[src/rtl/plt_mem.sv]
module plt_mem #(
    parameter int DEPTH = 64,
    localparam int AW = $clog2(DEPTH)
) (
    input  logic          clk,
    input  logic          rd_en,
    input  logic [AW-1:0] rd_addr,
    output logic [63:0]   rd_q,
    input  logic          wr_en,
    input  logic [AW-1:0] wr_addr,
    input  logic [63:0]   wr_data
);

    logic [63:0] mem [DEPTH];

    always_ff @(posedge clk)
    begin
        if (wr_en)
        begin
            mem[wr_addr] <= wr_data;
        end
    end

    always_ff @(posedge clk)
    begin
        if (rd_en)
        begin
            rd_q <= mem[rd_addr];
        end
    end

endmodule

[config.mk]
export PLATFORM = sky130hd
export DESIGN_NAME = plt_mem
export DESIGN_NICKNAME = d
export VERILOG_FILES = /design/src/rtl/plt_mem.sv
export SDC_FILE = /design/constraint.sdc
export NUM_CORES = 2
export LEC_CHECK = 0
export ABC_CLOCK_PERIOD_IN_PS = 6600
export BUFFER_PORTS_ARGS = -buffer_cell sky130_fd_sc_hd__buf_2
export CORE_MARGIN = 2
export CORE_UTILIZATION = 40
export CTS_BUF_LIST = sky130_fd_sc_hd__clkbuf_8
export CTS_CLUSTER_DIAMETER = 80
export DETAILED_ROUTE_END_ITERATION = 10
export GPL_ROUTABILITY_DRIVEN = 0
export RECOVER_POWER = 100
export SLEW_MARGIN = 20
export SYNTH_ARGS = -nofsm -noshare
export SYNTH_HDL_FRONTEND = slang
export SYNTH_SLANG_ARGS = --single-unit
[constraint.sdc]
create_clock -name clk -period 6.6 [get_ports clk]
set_input_delay 0.33 -clock clk [delete_from_list [all_inputs] [get_ports clk]]
set_output_delay 0.33 -clock clk [all_outputs]
set_load 0.01 [all_outputs]
==> results_dict.tcl <==
set metrics [dict create \
    cp-end-kind "flip-flop" \
    violations "capacitance limit, slew limit" \
    fin_setup_tns_ns 0 \
    num-nets-final 7402 \
    finalWorstSetupSlack_ns 1.39 \
    final_hold_viol_count 0 \
    syn_area_sq_mm 0.157 \
    totalWireLength_mm 446 \
    critPathLaunchType "primary input" \
    drt_iter0_markers 10100 \
    powerDensity_mw_per_mm2 296 \
    hold_class "in2reg" \
    crit_path_max_fanout 33 \
    worst_slew_pin_slew_ns 4.92 \
    insertion_delay_ns 1.21 \
    arrival_ns 6.05 \
    dieArea_sq_mm 0.397 \
    area.growth.synth_to_final_pct 12.6 \
    crit_slowest_cell "clkbuf_1" \
    synth_warnings 0 \
    post-route-period-util 0.790 \
    crit_chain "dlygate4sd3_1, buf_2, clkbuf_1, nor2b_1, buf_4, a211oi_1" \
    slew_viol_final 7314 \
    core_area_sq_mm 0.392 \
    finalSetupViolations 0 \
    drcViolationCount 0 \
    grt_overflow_total 0 \
    drive_gt1_frac 0.256 \
    synth_nets 6677 \
    cts_root_buf "clkbuf_8" \
    skew_ns 0.0561 \
    dr_total_vias 77400 \
    grt.total_usage 0.221 \
    max_stage_delay_ns 1.87 \
    rsz0062_at_grt "no" \
    via_per_inst 5.93 \
    critPathKind "in2reg" \
    cts_tree "yes" \
    grt_pass1_vias 77700 \
    wl_per_cell_um 34.2 \
    required_ns 7.44 \
    syn-instance-count 6598 \
    htreeDepth 6 \
    dr.pass1.iters 6 \
    relSlewSlack -2.28 \
    ys_seq_area_frac 0.796 \
    cts_max_path_buffers 4 \
    grt_pass1_wl_mm 616 \
    place_ws_ns 2.83 \
    min_period_ns 5.21 \
    ios 143 \
    path_clk_slew_ns 0.06 \
    status "complete, but fails checks" \
    place.detailed.hpwl_mm 236 \
    drt.antenna.violating_nets 0 \
    yosysUniqueCellTypes 32 \
    cts_sinks 4160 \
    max_clock_freq_mhz 192 \
    antenna_found_initial 47 \
    die_h_um 630 \
    avgSynthCellArea_sq_um 23.8 \
    grt_max_degree 127 \
    port_buffers 142 \
    drv_cap 191 \
    die_w_um 630 \
    cts_buffers 662 \
    ir_worst_vdd_uv 177 \
    rows 230 \
    fill_cells 32700 \
    initial_core_util 0.401 \
    p_leak_nw 54.9 \
    ys_ff_latch 4160 \
]
[routing by layer]
| layer | routed length (um) | track usage |
|---|---|---|
| met1 | 179000 | 0.311 |
| met2 | 212000 | 0.351 |
| met3 | 41000 | 0.0420 |
| met4 | 13700 | 0.0687 |
| met5 | 175 | 0.00109 |
[repair_timing]
action / 4_1_cts / 5_1_grt
gates resized for setup: 0 / 0
hold buffers: 77 / 0
setup buffers: 0 / 0
endpoints found under the hold margin: 4175 / 0
[sequential cells by signal, indices dropped and copies added, names as in the netlist]
signal / cells
mem: 4096
rd_q: 64
[stage by stage]
step                cells  power [mW]  hold WS [ns]  area, sq um  utilization
global route        13100        53.9        0.0301       177000        0.451
finish              13100        52.3        0.0691       177000        0.451
floorplan            6598        31.3         0.429       157000            -
detailed placement  11800        32.5         0.757       165000        0.421
CTS                 13000        52.6        0.0210       178000        0.454
global placement    11800        32.4         0.764       165000        0.421
[logic make-up (layout without fill, tap and decap cells)]
kind of cell	after synthesis	after routing	synth area share
buffers and inverters	389	1617	0.0118
other	0	11	0
and+or+nand+nor	386	386	0.0123
muxes	1159	1159	0.156
AOI/OAI and AO/OA	504	504	0.0247
DFF	4160	4160	0.796
[final timing paths]
check,depth (start not counted),to,from,slack (ns)
worst min-delay path,3,mem[35][46]$_DFFE_PP_,wr_addr[4],0.07
worst max-delay path,6,rd_q[31]$_DFFE_PP_,rd_addr[4],1.39
worst max register to register,5,rd_q[19]$_DFFE_PP_,mem[55][19]$_DFFE_PP_,4.46
worst min register to register,4,rd_q[16]$_DFFE_PP_,mem[44][16]$_DFFE_PP_,0.91
[final cells by class]
type	instances	area, sq um	area share
flip-flops and latches	4160	125000	0.707
diodes	11	27.5	0.000156
repair buffers	431	2930	0.0166
clock inverters	499	2760	0.0156
clock buffers	668	9190	0.0520
well taps	5220	6530	0.0369
inverters	19	71.3	0.000403
multi-input cells	2049	30400	0.172
[cells in the mapped netlist, drive strengths merged]
cell type | n | area share
a211oi | 63 | 0.0030
edfxtp | 4160 | 0.80
and3 | 64 | 0.0026
clkbuf | 140 | 0.0033
or2 | 28 | 0.0011
o22ai | 83 | 0.0033
or3b | 1 | 0.000056
nand3 | 45 | 0.0014
nand3b | 2 | 0.000096
or3 | 29 | 0.0012
nor3 | 2 | 0.000064
a31oi | 18 | 0.00072
a2bb2oi | 19 | 0.0011
mux2i | 135 | 0.0086
nand4 | 2 | 0.000080
o221ai | 38 | 0.0021
a41oi | 26 | 0.0015
nand2b | 11 | 0.00044
inv | 19 | 0.00045
mux4 | 1024 | 0.15
nand2 | 58 | 0.0014
a22o | 88 | 0.0049
buf | 230 | 0.0080
nor2 | 112 | 0.0027
a22oi | 168 | 0.0080
nand4b | 1 | 0.000056
and2 | 3 | 0.00012
nor2b | 28 | 0.0011
a31o | 1 | 0.000056
[cells in the final DEF (no fill, tap or decap), types with 11 or more instances in the layout]
cell type / instances
a211oi_1: 63
a22o_1: 88
a22oi_1: 168
a2bb2oi_1: 19
a31oi_1: 18
a41oi_1: 26
and3_1: 64
buf_12: 29
buf_4: 75
bufinv_16: 17
clkbuf_1: 219
clkbuf_2: 20
clkbuf_8: 668
clkinv_1: 151
clkinv_2: 55
clkinvlp_4: 13
diode_2: 11
dlygate4sd3_1: 77
edfxtp_1: 4160
inv_1: 242
inv_6: 18
mux2i_1: 135
mux4_2: 1024
nand2_1: 56
nand3_1: 45
nor2_1: 99
nor2_4: 13
nor2b_1: 25
o221ai_1: 38
o22ai_1: 83
or2_2: 28
or3_1: 29
[critical path: cells and delay by family]
family	cells	cell delay, ns
AOI/OAI and AO/OA	1	0.35
and+or+nand+nor	1	1.79
buffers and inverters	4	3.43
[power by group]
| part | total, mW | switching (mW) | internal, mW |
|---|---|---|---|
| logic | 2.48 | 1.56 | 0.919 |
| registers | 29.5 | 0.114 | 29.4 |
| clock network | 20.3 | 10.2 | 10.1 |
| total | 52.3 | 11.8 | 40.4 |
(Power assumes the default switching activity.)
