## config.mk

```make
export PLATFORM = sky130hd
export DESIGN_NAME = plt_ctrl
export DESIGN_NICKNAME = d
export VERILOG_FILES = /design/src/rtl/plt_pkg.sv /design/src/rtl/plt_ctrl.sv
export SDC_FILE = /design/constraint.sdc
export NUM_CORES = 1
export LEC_CHECK = 0
export ABC_AREA = 1
export BUFFER_PORTS_ARGS = -buffer_cell sky130_fd_sc_hd__clkbuf_2
export CAP_MARGIN = 15
export CORE_ASPECT_RATIO = 2
export CORE_MARGIN = 10
export CORE_UTILIZATION = 56
export CTS_BUF_LIST = sky130_fd_sc_hd__clkbuf_8
export CTS_CLUSTER_DIAMETER = 40
export DETAILED_ROUTE_END_ITERATION = 8
export PLACE_DENSITY_LB_ADDON = 0.25
export SYNTH_ARGS = -nofsm -noshare
export SYNTH_HDL_FRONTEND = slang
export SYNTH_SLANG_ARGS = --single-unit
```

## constraint.sdc

```tcl
create_clock -name clk -period 20.4 [get_ports clk]
set_input_delay 2.04 -clock clk [delete_from_list [all_inputs] [get_ports clk]]
set_output_delay 2.04 -clock clk [all_outputs]
set_load 0.01 [all_outputs]
```

## src/rtl/plt_pkg.sv

```systemverilog
package plt_pkg;

    localparam logic [2:0] FN_FIND    = 3'd0;
    localparam logic [2:0] FN_INSERT  = 3'd1;
    localparam logic [2:0] FN_DELETE  = 3'd2;
    localparam logic [2:0] FN_READ    = 3'd3;
    localparam logic [2:0] FN_REPLACE = 3'd4;

    localparam logic [1:0] ST_OK        = 2'd0;
    localparam logic [1:0] ST_NOT_FOUND = 2'd1;
    localparam logic [1:0] ST_FULL      = 2'd2;
    localparam logic [1:0] ST_RANGE     = 2'd3;

    typedef struct packed {
        logic [2:0]  func;
        logic [63:0] value;
        logic [5:0]  position;
        logic [63:0] new_value;
    } plt_req_t;

    typedef struct packed {
        logic [1:0]  status;
        logic [5:0]  index;
        logic [63:0] data;
        logic [6:0]  length;
    } plt_result_t;

endpackage

```

## src/rtl/plt_ctrl.sv

```systemverilog
module plt_ctrl #(
    parameter int DEPTH = 64,
    localparam int AW = $clog2(DEPTH)
) (
    input  logic                 clk,
    input  logic                 rst_n,
    input  logic                 start,
    input  plt_pkg::plt_req_t    req,
    output logic                 idle,
    output logic                 done,
    input  logic                 ack,
    output plt_pkg::plt_result_t result,
    output logic                 rd_en,
    output logic [AW-1:0]        rd_addr,
    input  logic [63:0]          rd_q,
    output logic                 wr_en,
    output logic [AW-1:0]        wr_addr,
    output logic [63:0]          wr_data
);

    localparam int CW   = $clog2(DEPTH + 1);
    localparam int CMPW = (CW > 7) ? CW : 7;

    localparam logic [2:0] S_IDLE     = 3'd0;
    localparam logic [2:0] S_SCAN     = 3'd1;
    localparam logic [2:0] S_SHIFT_DN = 3'd2;
    localparam logic [2:0] S_SHIFT_UP = 3'd3;
    localparam logic [2:0] S_PUT      = 3'd4;
    localparam logic [2:0] S_READ     = 3'd5;
    localparam logic [2:0] S_DONE     = 3'd6;

    logic [2:0]    state_reg, state_next;
    logic [CW-1:0] cnt_reg, cnt_next;
    logic [2:0]    func_reg, func_next;
    logic [63:0]   value_reg, value_next;
    logic [63:0]   newv_reg, newv_next;
    logic [5:0]    pos_reg, pos_next;
    logic [AW-1:0] ptr_reg, ptr_next;
    logic          iss_reg, iss_next;
    logic          vld_reg, vld_next;
    logic [AW-1:0] idx_reg, idx_next;
    logic          hit_reg, hit_next;
    logic [1:0]    stat_reg, stat_next;
    logic [5:0]    rindex_reg, rindex_next;
    logic [63:0]   rdata_reg, rdata_next;

    logic [CMPW-1:0] cnt_w;
    logic [CMPW-1:0] last_w;
    logic [CMPW-1:0] in_pos_w;
    logic            q_hit;
    logic            at_last;
    logic            ptr_last;

    assign cnt_w    = CMPW'(cnt_reg);
    assign last_w   = cnt_w - CMPW'(1);
    assign in_pos_w = CMPW'(req.position);
    assign q_hit    = (rd_q == value_reg);
    assign at_last  = (CMPW'(idx_reg) == last_w);
    assign ptr_last = (CMPW'(ptr_reg) == last_w);

    assign idle = (state_reg == S_IDLE);
    assign done = (state_reg == S_DONE);
    assign result = '{status: stat_reg, index: rindex_reg, data: rdata_reg,
                      length: 7'(cnt_reg)};

    always_comb
    begin
        state_next  = state_reg;
        cnt_next    = cnt_reg;
        func_next   = func_reg;
        value_next  = value_reg;
        newv_next   = newv_reg;
        pos_next    = pos_reg;
        ptr_next    = ptr_reg;
        iss_next    = iss_reg;
        vld_next    = 1'b0;
        idx_next    = idx_reg;
        hit_next    = hit_reg;
        stat_next   = stat_reg;
        rindex_next = rindex_reg;
        rdata_next  = rdata_reg;
        rd_en       = 1'b0;
        rd_addr     = ptr_reg;
        wr_en       = 1'b0;
        wr_addr     = idx_reg;
        wr_data     = rd_q;

        unique case (state_reg)
            S_IDLE:
            begin
                if (start)
                begin
                    func_next   = req.func;
                    value_next  = req.value;
                    newv_next   = req.new_value;
                    pos_next    = req.position;
                    stat_next   = plt_pkg::ST_OK;
                    rindex_next = '0;
                    rdata_next  = '0;
                    hit_next    = 1'b0;
                    iss_next    = 1'b0;
                    case (req.func) inside
                        plt_pkg::FN_FIND, plt_pkg::FN_DELETE, plt_pkg::FN_REPLACE:
                        begin
                            if (cnt_reg == '0)
                            begin
                                stat_next  = plt_pkg::ST_NOT_FOUND;
                                state_next = S_DONE;
                            end
                            else
                            begin
                                ptr_next   = '0;
                                iss_next   = 1'b1;
                                state_next = S_SCAN;
                            end
                        end
                        plt_pkg::FN_INSERT:
                        begin
                            if (cnt_w == CMPW'(DEPTH))
                            begin
                                stat_next  = plt_pkg::ST_FULL;
                                state_next = S_DONE;
                            end
                            else if (in_pos_w > cnt_w)
                            begin
                                stat_next  = plt_pkg::ST_RANGE;
                                state_next = S_DONE;
                            end
                            else if (in_pos_w == cnt_w)
                            begin
                                state_next = S_PUT;
                            end
                            else
                            begin
                                ptr_next   = AW'(cnt_reg - CW'(1));
                                iss_next   = 1'b1;
                                state_next = S_SHIFT_UP;
                            end
                        end
                        plt_pkg::FN_READ:
                        begin
                            if (in_pos_w < cnt_w)
                            begin
                                rd_en      = 1'b1;
                                rd_addr    = AW'(req.position);
                                vld_next   = 1'b1;
                                state_next = S_READ;
                            end
                            else
                            begin
                                stat_next  = plt_pkg::ST_RANGE;
                                state_next = S_DONE;
                            end
                        end
                        default:
                        begin
                            state_next = S_DONE;
                        end
                    endcase
                end
            end

            S_SCAN, S_SHIFT_DN:
            begin
                // walk upward, one read issued per cycle
                if (iss_reg)
                begin
                    rd_en    = 1'b1;
                    rd_addr  = ptr_reg;
                    vld_next = 1'b1;
                    idx_next = ptr_reg;
                    ptr_next = ptr_reg + AW'(1);
                    if (ptr_last)
                    begin
                        iss_next = 1'b0;
                    end
                end
                if (vld_reg && state_reg == S_SHIFT_DN)
                begin
                    wr_en   = 1'b1;
                    wr_addr = idx_reg - AW'(1);
                    if (at_last)
                    begin
                        cnt_next   = cnt_reg - CW'(1);
                        state_next = S_DONE;
                    end
                end
                else if (vld_reg)
                begin
                    case (func_reg)
                        plt_pkg::FN_FIND:
                        begin
                            if (q_hit)
                            begin
                                rindex_next = 6'(idx_reg);
                                state_next  = S_DONE;
                            end
                            else if (at_last)
                            begin
                                stat_next  = plt_pkg::ST_NOT_FOUND;
                                state_next = S_DONE;
                            end
                        end
                        plt_pkg::FN_DELETE:
                        begin
                            if (q_hit)
                            begin
                                rindex_next = 6'(idx_reg);
                                if (at_last)
                                begin
                                    cnt_next   = cnt_reg - CW'(1);
                                    state_next = S_DONE;
                                end
                                else
                                begin
                                    // drop the read in flight, restart after the hit
                                    vld_next   = 1'b0;
                                    ptr_next   = idx_reg + AW'(1);
                                    iss_next   = 1'b1;
                                    state_next = S_SHIFT_DN;
                                end
                            end
                            else if (at_last)
                            begin
                                stat_next  = plt_pkg::ST_NOT_FOUND;
                                state_next = S_DONE;
                            end
                        end
                        plt_pkg::FN_REPLACE:
                        begin
                            if (q_hit)
                            begin
                                wr_en    = 1'b1;
                                wr_addr  = idx_reg;
                                wr_data  = newv_reg;
                                hit_next = 1'b1;
                                if (!hit_reg)
                                begin
                                    rindex_next = 6'(idx_reg);
                                end
                            end
                            if (at_last)
                            begin
                                if (!(hit_reg || q_hit))
                                begin
                                    stat_next = plt_pkg::ST_NOT_FOUND;
                                end
                                state_next = S_DONE;
                            end
                        end
                        default:
                        begin
                            state_next = S_DONE;
                        end
                    endcase
                end
            end

            S_SHIFT_UP:
            begin
                // walk downward from the top entry to position
                if (iss_reg)
                begin
                    rd_en    = 1'b1;
                    rd_addr  = ptr_reg;
                    vld_next = 1'b1;
                    idx_next = ptr_reg;
                    ptr_next = ptr_reg - AW'(1);
                    if (ptr_reg == AW'(pos_reg))
                    begin
                        iss_next = 1'b0;
                    end
                end
                if (vld_reg)
                begin
                    wr_en   = 1'b1;
                    wr_addr = idx_reg + AW'(1);
                    if (idx_reg == AW'(pos_reg))
                    begin
                        state_next = S_PUT;
                    end
                end
            end

            S_PUT:
            begin
                wr_en      = 1'b1;
                wr_addr    = AW'(pos_reg);
                wr_data    = value_reg;
                cnt_next   = cnt_reg + CW'(1);
                state_next = S_DONE;
            end

            S_READ:
            begin
                if (vld_reg)
                begin
                    rdata_next = rd_q;
                    state_next = S_DONE;
                end
            end

            S_DONE:
            begin
                if (ack)
                begin
                    state_next = S_IDLE;
                end
            end

            default:
            begin
                state_next = S_IDLE;
            end
        endcase
    end

    always_ff @(posedge clk or negedge rst_n)
    begin
        if (!rst_n)
        begin
            state_reg <= S_IDLE;
            cnt_reg   <= '0;
            iss_reg   <= 1'b0;
            vld_reg   <= 1'b0;
            hit_reg   <= 1'b0;
        end
        else
        begin
            state_reg <= state_next;
            cnt_reg   <= cnt_next;
            iss_reg   <= iss_next;
            vld_reg   <= vld_next;
            hit_reg   <= hit_next;
        end
    end

    always_ff @(posedge clk)
    begin
        func_reg   <= func_next;
        value_reg  <= value_next;
        newv_reg   <= newv_next;
        pos_reg    <= pos_next;
        ptr_reg    <= ptr_next;
        idx_reg    <= idx_next;
        stat_reg   <= stat_next;
        rindex_reg <= rindex_next;
        rdata_reg  <= rdata_next;
    end

    a_cnt_bound: assert property (@(posedge clk) disable iff (!rst_n)
        CMPW'(cnt_reg) <= CMPW'(DEPTH))
        else $error("entry count above depth");

    a_no_write_idle: assert property (@(posedge clk) disable iff (!rst_n)
        (state_reg == S_IDLE || state_reg == S_DONE) |-> !wr_en)
        else $error("memory write outside a request");

    a_vld_after_read: assert property (@(posedge clk) disable iff (!rst_n)
        vld_reg |-> $past(rd_en))
        else $error("read data flagged without a read");

    a_full_count: assert property (@(posedge clk) disable iff (!rst_n)
        (state_reg == S_DONE && stat_reg == plt_pkg::ST_FULL) |-> cnt_w == CMPW'(DEPTH))
        else $error("full reported below depth");

    a_done_hold: assert property (@(posedge clk) disable iff (!rst_n)
        (state_reg == S_DONE && !ack) |=> (state_reg == S_DONE && $stable(result)))
        else $error("result changed before hand-off");

endmodule

```

==> impl_metrics.yaml <==
setup_path:
  crit_path_max_incr_delay_ns: 0.60
  rrSetupSlack_ns: 16.80
  cp.arrival_ns: 5.13
  critPathLaunchType: "input port"
  rr_worst_depth: 13
  worstReg2RegStart: "state_reg[2]"
  path_common_cell: "nand2_1"
  end_kind: "primary output"
  crit_required_ns: 18.36
  crit_fanout: 80
  rr_endpoint: "cnt_reg[2]"
  criticalPathCategory: "in2out"
  startpoint: "rd_q[38]"
  crit_slowest_cell: "buf_4"
  crit_chain: "clkbuf_2 > inv_1 > nand2_1 > nand2_1 > nor2_1 > nand2_1 > nor2_1 > nand2_1 > nor2_1 > nand2_2 > nor2_4 > nand3_4 > buf_4 > a21oi_1 > o21ai_1 > nand3_1 > clkbuf_2"
timing:
  rsz0062_at_grt: "no"
  period_minus_slack_ns: 7.16
  final-hold-violation-count: 0
  setup_viol_count_final: 0
  tightest_slew_ns: 0.930
  min_period_over_period_pct: 35.1
  finClkSkew_ns: 0.0180
  drv_slew: 0
  final.setup.tns_ns: 0
  maxSlewHeadroom_pct: 38.0
  max_freq_ghz: 0.140
detailed_routing:
  drc: 0
  antenna_left: 0
  drt_pass1_iterations: 5
  drt_iter0_markers: 1210
  vias_per_cell: 5.58
  routedWlPerCell_um: 21.3
  wirelength_um: 45200
  vias: 11800
die:
  core_mm2: 0.0221
  initial_utilization_pct: 56.5
  pin_count: 364
  die_y_um: 231
  die_x_um: 126
  die_area_mm2: 0.0290
  num_rows: 77
clock_tree:
  cts.sinks: 234
  cts_hold_buf: 0
  cts_buffer_depth: 3
  cts-buffers-inserted: 37
  cts_tree: "built"
  clk_pin_slew_ns: 0.06
  cts_resized: 0
  postCtsSetupBuffers: 0
  cts-root-buf: "clkbuf_8"
  htreeDepth: 2
  insertion_delay_ns: 0.53
pwr:
  peakVddDrop_uv: 89.3
  p_leak_nw: 7.27
  p_per_area_mw_per_mm2: 140
  total_power_mw: 2.13
cells_and_area:
  drive_above_1_share_pct: 24.5
  fin_nets: 2028
  fillers: 1839
  area_growth_pct: 21.9
  final_util_pct: 68.9
global_route:
  grt_pass1_vias: 12000
  grt_start_max_net_pins: 140
  grt_usage_pct: 29.7
  grt_pass1_wl_um: 67300
  overflow: 0
  grt_antenna_before_repair: 7
worst_hold_path:
  hp-start: "hit_reg"
  holdPathStages: 2
  min_to: "hit_reg"
  hp-class: "reg2reg"
yosys:
  ys_types: 43
  synthCells: 1450
  netlist_area_mm2: 0.0125
  ys_seq_elements: 234
  ys.warnings.count: 0
  syn_area_per_cell_um2: 8.60
  seq_area_frac_synth_pct: 55.8
  syn-num-nets: 1668
place:
  place.detailed.hpwl_um: 34600
  io_buffer_count: 363
  gp_congestion: 1.06
status:
  status: "complete, no violations"
run:
  cap_violations: 0
==> worst max-delay path by stage <==
stage | end | slack (ns) | cells after the start
2_1_floorplan | rdata_reg[0] | 8.93 | 4
3_3_place_gp | wr_data[15] | 13.32 | 17
4_1_cts | wr_data[15] | 13.25 | 17
6_report | wr_data[15] | 13.24 | 17
3_5_place_dp | wr_data[15] | 13.26 | 17
5_1_grt | wr_data[13] | 12.91 | 17
==> cells in the mapped netlist, drive strengths merged <==
cell type / count / area share, %
a211oi: 2 / 0.12
a21boi: 1 / 0.060
a21o: 1 / 0.060
a21oi: 80 / 3.2
a221oi: 2 / 0.14
a22oi: 7 / 0.42
a311oi: 1 / 0.070
a31oi: 1 / 0.050
and2: 1 / 0.050
buf: 26 / 1.3
clkbuf: 25 / 0.78
clkinv: 1 / 0.030
dfrtp: 13 / 2.6
edfxtp: 221 / 53
ha: 13 / 1.3
inv: 185 / 5.6
nand2: 420 / 13
nand3: 110 / 4.5
nand3b: 1 / 0.060
nand4: 8 / 0.40
nor2: 166 / 5.2
nor3: 12 / 0.48
o2111ai: 4 / 0.28
o211ai: 6 / 0.36
o21a: 1 / 0.060
o21ai: 93 / 3.7
o21bai: 3 / 0.18
o22ai: 5 / 0.25
o311ai: 1 / 0.070
o31ai: 2 / 0.12
or2: 1 / 0.050
xnor2: 4 / 0.28
xor2: 33 / 2.3
==> power by group <==
part           internal [mW]  total [mW]  leakage, nW  switching [mW]
Sequential             0.681       0.776         2.22          0.0955
Combinational          0.303       0.978         4.66           0.675
Clock                  0.192       0.377        0.387           0.186
Total                   1.17        2.13         7.27           0.956
==> area by class of cell <==
type | instances | area [um^2] | share of cell area [%]
Antenna cell | 6 | 15.0 | 0.0988
Clock buffer | 39 | 537 | 3.53
Clock inverter | 28 | 154 | 1.01
Inverter | 186 | 698 | 4.59
Multi-Input combinational cell | 979 | 4590 | 30.2
Sequential cell | 234 | 6960 | 45.8
Tap cell | 276 | 345 | 2.27
Timing Repair Buffer | 372 | 1900 | 12.5
==> critical path, delay by kind of cell <==
kind,cells,cell delay [ns]
AO/OA/AOI/OAI,2,0.35
buffers and inverters,4,0.95
AND/OR/NAND/NOR,11,1.74
==> metal layers <==
metal	wire (um)	vias to the layer above	GRT usage, %
met5	12	-	0
met4	3440	2	20.8
li1	-	5520	-
met1	14600	5548	28.9
met3	3340	171	6.29
met2	23800	596	54.1
==> cell usage in the layout, fill, tap and decap left out, types with 3 or more instances in the layout <==
master / netlist / layout
o21bai_1: 3 / 3
inv_1: 168 / 178
ha_1: 13 / 13
o21ai_1: 60 / 60
a22oi_1: 7 / 7
clkinv_2: 0 / 4
xnor2_1: 4 / 4
clkinv_1: 1 / 10
nor2_4: 2 / 5
nand3_1: 108 / 108
clkbuf_8: 0 / 39
dfrtp_1: 13 / 13
clkbuf_2: 3 / 363
nor3_1: 12 / 12
o21ai_0: 33 / 32
edfxtp_1: 221 / 221
diode_2: 0 / 6
buf_4: 1 / 8
nand4_1: 8 / 8
o2111ai_1: 4 / 4
inv_2: 17 / 17
o211ai_1: 6 / 6
nand2_2: 2 / 3
xor2_1: 33 / 33
nand2_1: 418 / 417
nor2_1: 162 / 159
a21oi_1: 80 / 80
o22ai_1: 5 / 5
==> cells by family (layout without fill, tap and decap cells) <==
logic type,after synthesis,after routing,synth area share [%]
and+or+nand+nor,719,719,23.4
buffers and inverters,237,625,7.70
DFF,234,234,55.8
AOI/OAI and AO/OA,210,210,9.19
xor gates and xnor gates,37,37,2.60
adders and majority gates,13,13,1.30
other,0,6,0
==> stage by stage <==
step,hold WS (ns),worst slack (ns),cell area [um^2],cells
global placement,0.527,13.32,14500,2047
floorplan,0.424,8.93,12500,1450
finish,0.549,13.24,15200,2120
global route,0.581,12.91,15200,2118
detailed placement,0.547,13.26,14500,2047
CTS,0.562,13.25,15200,2114
Note: power is estimated with default switching activity, not from simulation.
